## src/sv/weighted_random_pick_sign_core_defines.svh

```systemverilog
// Assertion macros shared by the weighted random pick RTL.
`ifndef WEIGHTED_RANDOM_PICK_SIGN_CORE_DEFINES_SVH
`define WEIGHTED_RANDOM_PICK_SIGN_CORE_DEFINES_SVH

// Same-cycle implication, sampled on clk, off while rst_n is low.
`define WRPS_ASSERT_NOW(lbl, ante, cons) \
    lbl: assert property (@(posedge clk) disable iff (!rst_n) (ante) |-> (cons)) \
        else $error("wrps: same-cycle check failed");

// Next-cycle implication, sampled on clk, off while rst_n is low.
`define WRPS_ASSERT_NEXT(lbl, ante, cons) \
    lbl: assert property (@(posedge clk) disable iff (!rst_n) (ante) |=> (cons)) \
        else $error("wrps: next-cycle check failed");

`endif

```

## src/sv/wrps_pkg.sv

```systemverilog
// Constants and sign codes for the weighted random pick block.
`timescale 1ns / 1ps

package wrps_pkg;

    localparam int MAX_ELEMS   = 64;
    localparam int WEIGHT_BITS = 16;
    localparam int FRAC_BITS   = 17;
    localparam int FRAC_SHIFT  = 16;

    localparam int IDX_BITS    = (MAX_ELEMS > 1) ? $clog2(MAX_ELEMS) : 1;
    localparam int CNT_BITS    = $clog2(MAX_ELEMS + 1);
    // running sum of magnitudes, each at most 2**(WEIGHT_BITS-1)
    localparam int CUM_BITS    = WEIGHT_BITS + IDX_BITS;
    localparam int PROD_BITS   = FRAC_BITS + CUM_BITS;
    localparam int SIGN_BITS   = 2;
    localparam int ENTRY_BITS  = CUM_BITS + SIGN_BITS;

    localparam logic signed [SIGN_BITS-1:0] SIGN_ZERO = 2'sb00;
    localparam logic signed [SIGN_BITS-1:0] SIGN_POS  = 2'sb01;
    localparam logic signed [SIGN_BITS-1:0] SIGN_NEG  = 2'sb11;

endpackage

```

## src/sv/weighted_random_pick_sign_core.sv

```systemverilog
// Top level of the weighted random pick: load, product, threshold scan and emission.
`timescale 1ns / 1ps
`include "weighted_random_pick_sign_core_defines.svh"

// Weighted random pick over a signed weight vector. Each request carries one
// weight; its running magnitude sum and sign go into one RAM entry. The
// request marked last also carries the fraction. The block then forms the
// fraction-times-total product in S_MUL. It then scans the RAM one entry a
// cycle and stops at the first hit, or at the last entry held if none hits
// (at most MAX_ELEMS entries). Last, it emits one result per element held,
// one per cycle while out_ready stays high. No request is taken during the
// scan and emission. Weights beyond MAX_ELEMS are dropped. The RAM needs no
// clearing after reset.
module weighted_random_pick_sign_core (
    input  logic                                     clk,
    input  logic                                     rst_n,
    input  logic                                     in_valid,
    output logic                                     in_ready,
    input  logic signed [wrps_pkg::WEIGHT_BITS-1:0]  weight,
    input  logic [wrps_pkg::FRAC_BITS-1:0]           rand_fraction,
    input  logic                                     last,
    output logic                                     out_valid,
    input  logic                                     out_ready,
    output logic signed [wrps_pkg::SIGN_BITS-1:0]    new_value,
    output logic [wrps_pkg::IDX_BITS-1:0]            chosen_index,
    output logic                                     end_of_run
);

    import wrps_pkg::*;

    typedef enum logic [1:0] {
        S_LOAD,
        S_MUL,
        S_SCAN,
        S_EMIT
    } state_t;

    state_t                 state_reg, state_next;
    logic [CNT_BITS-1:0]    count_reg, count_next;
    logic [CUM_BITS-1:0]    total_reg, total_next;

    logic [FRAC_BITS-1:0]   frac_reg, frac_next;
    logic [PROD_BITS-1:0]   prod_reg, prod_next;
    logic [IDX_BITS-1:0]    last_idx_reg, last_idx_next;
    logic [IDX_BITS-1:0]    chk_idx_reg, chk_idx_next;
    logic [IDX_BITS-1:0]    emit_idx_reg, emit_idx_next;
    logic [IDX_BITS-1:0]    pick_reg, pick_next;
    logic [SIGN_BITS-1:0]   pick_sign_reg, pick_sign_next;

    logic                   in_fire;
    logic                   out_fire;
    logic                   has_room;
    logic                   neg;
    logic [WEIGHT_BITS-1:0] mag;
    logic [SIGN_BITS-1:0]   elem_sign;
    logic [CUM_BITS-1:0]    sum_inc;
    logic [CNT_BITS-1:0]    count_inc;

    logic                   ram_we;
    logic [IDX_BITS-1:0]    ram_waddr;
    logic [ENTRY_BITS-1:0]  ram_wdata;
    logic [IDX_BITS-1:0]    ram_raddr;
    logic [ENTRY_BITS-1:0]  ram_rdata;

    logic [CUM_BITS-1:0]    rd_cum;
    logic [SIGN_BITS-1:0]   rd_sign;
    logic [PROD_BITS-1:0]   rd_scaled;
    logic                   hit;

    assign in_ready  = (state_reg == S_LOAD);
    assign out_valid = (state_reg == S_EMIT);
    assign in_fire   = in_valid && in_ready;
    assign out_fire  = out_valid && out_ready;

    // magnitude of the most negative weight still fits unsigned in WEIGHT_BITS
    assign neg       = weight[WEIGHT_BITS-1];
    assign mag       = neg ? (~weight + 1'b1) : weight;
    assign elem_sign = neg ? SIGN_NEG : ((weight != '0) ? SIGN_POS : SIGN_ZERO);
    assign has_room  = (count_reg < CNT_BITS'(MAX_ELEMS));
    assign sum_inc   = total_reg + CUM_BITS'(mag);
    assign count_inc = count_reg + 1'b1;

    assign ram_we    = in_fire && has_room;
    assign ram_waddr = count_reg[IDX_BITS-1:0];
    assign ram_wdata = {elem_sign, sum_inc};
    assign ram_raddr = (state_reg == S_SCAN) ? (chk_idx_reg + 1'b1) : '0;

    assign rd_cum    = ram_rdata[CUM_BITS-1:0];
    assign rd_sign   = ram_rdata[ENTRY_BITS-1:CUM_BITS];
    // cumulative * 65536 > fraction * total, no division
    assign rd_scaled = {{(PROD_BITS-CUM_BITS-FRAC_SHIFT){1'b0}}, rd_cum, {FRAC_SHIFT{1'b0}}};
    assign hit       = (rd_scaled > prod_reg);

    wrps_ram #(
        .WIDTH (ENTRY_BITS),
        .DEPTH (MAX_ELEMS)
    ) u_store (
        .clk   (clk),
        .we    (ram_we),
        .waddr (ram_waddr),
        .wdata (ram_wdata),
        .raddr (ram_raddr),
        .rdata (ram_rdata)
    );

    always_comb
    begin
        state_next     = state_reg;
        count_next     = count_reg;
        total_next     = total_reg;
        frac_next      = frac_reg;
        prod_next      = prod_reg;
        last_idx_next  = last_idx_reg;
        chk_idx_next   = chk_idx_reg;
        emit_idx_next  = emit_idx_reg;
        pick_next      = pick_reg;
        pick_sign_next = pick_sign_reg;

        case (state_reg)
            S_LOAD:
            begin
                if (in_fire)
                begin
                    if (has_room)
                    begin
                        total_next    = sum_inc;
                        count_next    = count_inc;
                        last_idx_next = count_reg[IDX_BITS-1:0];
                    end
                    else
                    begin
                        last_idx_next = IDX_BITS'(MAX_ELEMS - 1);
                    end
                    if (last)
                    begin
                        frac_next  = rand_fraction;
                        state_next = S_MUL;
                    end
                end
            end
            S_MUL:
            begin
                // RAM entry 0 is being read this cycle
                prod_next    = PROD_BITS'(frac_reg) * PROD_BITS'(total_reg);
                chk_idx_next = '0;
                state_next   = S_SCAN;
            end
            S_SCAN:
            begin
                if (hit || (chk_idx_reg == last_idx_reg))
                begin
                    pick_next      = chk_idx_reg;
                    pick_sign_next = rd_sign;
                    emit_idx_next  = '0;
                    state_next     = S_EMIT;
                end
                else
                begin
                    chk_idx_next = chk_idx_reg + 1'b1;
                end
            end
            S_EMIT:
            begin
                if (out_fire)
                begin
                    if (emit_idx_reg == last_idx_reg)
                    begin
                        total_next = '0;
                        count_next = '0;
                        state_next = S_LOAD;
                    end
                    else
                    begin
                        emit_idx_next = emit_idx_reg + 1'b1;
                    end
                end
            end
            default:
            begin
                state_next = S_LOAD;
            end
        endcase
    end

    always_ff @(posedge clk or negedge rst_n)
    begin
        if (!rst_n)
        begin
            state_reg <= S_LOAD;
            count_reg <= '0;
            total_reg <= '0;
        end
        else
        begin
            state_reg <= state_next;
            count_reg <= count_next;
            total_reg <= total_next;
        end
    end

    always_ff @(posedge clk)
    begin
        frac_reg      <= frac_next;
        prod_reg      <= prod_next;
        last_idx_reg  <= last_idx_next;
        chk_idx_reg   <= chk_idx_next;
        emit_idx_reg  <= emit_idx_next;
        pick_reg      <= pick_next;
        pick_sign_reg <= pick_sign_next;
    end

    assign new_value    = (emit_idx_reg == pick_reg) ? pick_sign_reg : SIGN_ZERO;
    assign chosen_index = pick_reg;
    assign end_of_run   = (emit_idx_reg == last_idx_reg);

    `WRPS_ASSERT_NOW(a_no_load_while_emit, in_ready, !out_valid)
    `WRPS_ASSERT_NOW(a_count_bound, 1'b1, count_reg <= CNT_BITS'(MAX_ELEMS))
    `WRPS_ASSERT_NEXT(a_clear_after_run, out_fire && end_of_run, (count_reg == '0) && (total_reg == '0) && in_ready)
    `WRPS_ASSERT_NOW(a_emit_not_past_end, out_valid, emit_idx_reg <= last_idx_reg)

endmodule

```

## src/sv/wrps_ram.sv

```systemverilog
// Generic single-port-write, single-port-read RAM with registered read data.
`timescale 1ns / 1ps

module wrps_ram #(
    parameter int WIDTH = 8,
    parameter int DEPTH = 64
) (
    input  logic                                       clk,
    input  logic                                       we,
    input  logic [((DEPTH > 1) ? $clog2(DEPTH) : 1)-1:0] waddr,
    input  logic [WIDTH-1:0]                           wdata,
    input  logic [((DEPTH > 1) ? $clog2(DEPTH) : 1)-1:0] raddr,
    output logic [WIDTH-1:0]                           rdata
);

    logic [WIDTH-1:0] mem [DEPTH];

    always_ff @(posedge clk)
    begin
        if (we)
        begin
            mem[waddr] <= wdata;
        end
        rdata <= mem[raddr];
    end

endmodule

```

## config.mk

```make
export PLATFORM = sky130hd
export DESIGN_NAME = weighted_random_pick_sign_core
export DESIGN_NICKNAME = d
export VERILOG_FILES = /design/src/sv/wrps_pkg.sv /design/src/sv/weighted_random_pick_sign_core.sv /design/src/sv/wrps_ram.sv
export VERILOG_INCLUDE_DIRS = /design/src /design/src/sv
export SDC_FILE = /design/constraint.sdc
export NUM_CORES = 2
export LEC_CHECK = 0
export ABC_AREA = 1
export BUFFER_PORTS_ARGS = -buffer_cell sky130_fd_sc_hd__buf_2
export CORE_MARGIN = 2
export CORE_UTILIZATION = 50
export CTS_CLUSTER_DIAMETER = 40
export DETAILED_ROUTE_END_ITERATION = 8
export PLACE_DENSITY = 0.71
export SYNTH_ARGS = -nofsm -noshare
export SYNTH_HDL_FRONTEND = slang
export SYNTH_SLANG_ARGS = --single-unit
```

## constraint.sdc

```tcl
create_clock -name clk -period 6 [get_ports clk]
set_clock_uncertainty 0.1 [all_clocks]
set_input_delay 0.6 -clock clk [delete_from_list [all_inputs] [get_ports clk]]
set_output_delay 0.6 -clock clk [all_outputs]
set_load 0.01 [all_outputs]
```

==> flow_summary.json <==
{
  "status": "finished with violations",
  "violations": "antenna rules",
  "largest_reg_flops": 1536,
  "finalWirelength_um": 226000,
  "max_stage_delay_ns": 0.53,
  "yosys_warnings": 0,
  "clock-sinks": 1673,
  "syn-num-nets": 7445,
  "numCtsBuffers": 207,
  "drive_above_1_share_pct": 11.4,
  "path_buf_inv": 8,
  "coreArea_um2": 160000,
  "fmax_mhz": 172,
  "fin_area_um2": 91800,
  "portBuffers": 48,
  "syn_inst": 6948,
  "detailed_place_hpwl_um": 136000,
  "root_buffer": "clkbuf_16",
  "area_delta_synth_final_pct": 14.3,
  "worstMarginPinSlew_ns": 1.23,
  "gr-total-overflow": 0,
  "fin_nets": 7571,
  "endpoint_kind": "flip-flop",
  "cp_max_fo": 6,
  "yosysUniqueCellTypes": 46,
  "post-route-drc-count": 0,
  "slowest_stage": "edfxtp_1",
  "start_util_pct": 50.2,
  "grt_pass1_wl_um": 335000,
  "synth_flop_cell": "edfxtp_1",
  "drtAntennaViolNets": 1,
  "period_needed_ns": 5.83,
  "critical_path_required_ns": 6.44,
  "die_h_um": 405,
  "crit_type": "reg -> reg",
  "die_width_um": 405,
  "fin_crit_sh_pct": 97.1,
  "vias": 55900,
  "synth_area_um2": 80300,
  "synth_edf_count": 1618,
  "clk_pin_slew_worst_paths_ns": 0.06,
  "htreeDepth": 4,
  "rows": 147,
  "drv_slew": 0,
  "antenna_found_initial": 10,
  "grt_usage_pct": 27.4,
  "die-area_um2": 164000,
  "grt_pass1_vias": 53600,
  "grt_max_degree": 179,
  "top_level_ports": 49,
  "cts_tree": "done",
  "cap_violations": 0,
  "synthArstFlopShare_pct": 1.85,
  "ys_seq_elements": 1673,
  "cp-start-kind": "flip-flop",
  "hp-class": "in -> reg",
  "ys_seq_area_share_pct": 62.1,
  "placed_area_um2": 83900,
  "insertion_delay_ns": 0.84,
  "relSlewSlack_pct": 18.1,
  "n_fill_cell": 12500,
  "cp_cell_sequence": "buf_6 -> buf_4 -> nand2_1 -> inv_1 -> fa_1 -> inv_1 -> fa_1 -> fa_1 -> inv_1 -> ha_1 -> inv_1 -> fa_1 -> inv_1 -> fa_1 -> ha_1 -> a21oi_1 -> o21ai_0 -> a21oi_1 -> o21ai_1 -> buf_4 -> nand4_1 -> nand2_1 -> xor2_1",
  "routed_via_density": 5.97,
  "postSynthAreaPerCell_um2": 11.6,
  "gp_congestion": 0.984,
  "wl_per_cell_um": 24.2,
  "cts-root-to-sink-buffers": 3,
  "drt-initial-drc-count": 7900,
  "drt-pass1-iter-count": 6,
  "cp_top_family": "adder cells",
  "setup_viol": 0,
  "finalHoldViolCount": 0,
  "critPathArrivalTime_ns": 6.27
}
[path summary, 6_finish.rpt]
path | cells past startpoint | startpoint | endpoint | slack, ns
worst max register to register | 23 | frac_reg[5] | prod_reg[32] | 0.17
worst max-delay path | 23 | frac_reg[5] | prod_reg[32] | 0.17
min in group asynchronous | 2 | rst_n | count_reg[5] | 0.42
worst min-delay path | 5 | out_ready | state_reg[0] | 0.13
worst min register to register | 0 | u_store.rdata[22] | pick_sign_reg[0] | 0.31
max in group asynchronous | 2 | rst_n | total_reg[6] | 4.67
[placed cells by master (no fill, tap or decap), drive strengths merged, types with 18 or more instances in the layout]
master       count
edfxtp        1618
fa             300
xor2            51
a21oi          123
nor2          1091
ha             159
inv            764
dlygate4sd3     18
nor3            23
o211ai         386
clkinv          76
bufinv          27
clkbuf         238
nand3          197
o21ai          879
dfxtp           24
buf            317
o22ai          145
xnor2           22
nand2          681
nand4           23
dfrtp           31
[kinds of logic (layout without fill, tap and decap cells)]
family,after synthesis,in the layout,share of synthesized area (%)
flops,1673,1673,62.1
compound gates,1560,1560,11.2
other cells,0,13,0
xor+xnor,73,73,0.796
fa+ha+maj,459,459,9.96
buf+inv,1147,1451,5.86
simple gates,2036,2036,10.1
[Yosys cell counts (145+ instances only)]
cell type | n | area share (%)
clkbuf_1 | 198 | 0.93
fa_1 | 300 | 7.5
o211ai_1 | 386 | 3.6
buf_2 | 151 | 0.94
nand2_1 | 678 | 3.2
ha_1 | 159 | 2.5
o22ai_1 | 145 | 1.1
edfxtp_1 | 1618 | 61
nand3_1 | 197 | 1.2
nor2_1 | 1087 | 5.1
o21ai_0 | 801 | 5.0
inv_1 | 717 | 3.4
[worst reg2reg max path, cell delays in order (launching register included)]
cell	delay, ns
edfxtp_1	0.53
buf_6	0.20
buf_4	0.16
nand2_1	0.06
inv_1	0.05
fa_1	0.42
inv_1	0.08
fa_1	0.45
fa_1	0.52
inv_1	0.04
ha_1	0.26
inv_1	0.04
fa_1	0.47
inv_1	0.05
fa_1	0.50
ha_1	0.39
a21oi_1	0.23
o21ai_0	0.15
a21oi_1	0.30
o21ai_1	0.14
buf_4	0.16
nand4_1	0.06
nand2_1	0.07
xor2_1	0.14
[stage by stage]
step	std cells	worst slack [ns]	util [%]	setup TNS [ns]	hold slack, ns
floorplan	6948	0.161	-	0	0.204
global placement	8915	0.0798	52.4	0	0.289
detailed placement	8915	0.0747	52.4	0	0.300
CTS	9320	0.0412	57.0	0	0.0727
global route	9341	-0.0138	57.3	-0.0326	0.116
finish	9351	0.174	57.3	0	0.133
[layer usage]
| layer | vias to the layer above | routed length (um) | GRT usage [%] |
|---|---|---|---|
| met5 | - | 13 | 0 |
| met4 | 2 | 8550 | 10.8 |
| met3 | 440 | 25300 | 5.87 |
| met1 | 27700 | 89600 | 38.7 |
| li1 | 24500 | - | - |
| met2 | 3264 | 102000 | 41.6 |
[cell type report]
class / instances / area, um^2 / area share [%]
flip-flops and latches: 1673 / 49900 / 54.3
multi-input cells: 4128 / 26500 / 28.8
clock buffers: 236 / 5340 / 5.82
repair buffers: 337 / 2880 / 3.14
inverters: 727 / 2760 / 3.01
well taps: 2086 / 2610 / 2.84
clock inverters: 151 / 1830 / 1.99
diodes: 13 / 32.5 / 0.0355
[repair_timing]
item,4_1_cts,5_1_grt
gates resized for setup,0,81
hold buffers,18,0
buffers inserted,0,16
endpoints found under the setup margin,0,23
hold endpoints to repair,48,0
Power is left out: the tool's default activity adds up to more than one toggle a clock period on the data nets, which glitch-free logic cannot reach.
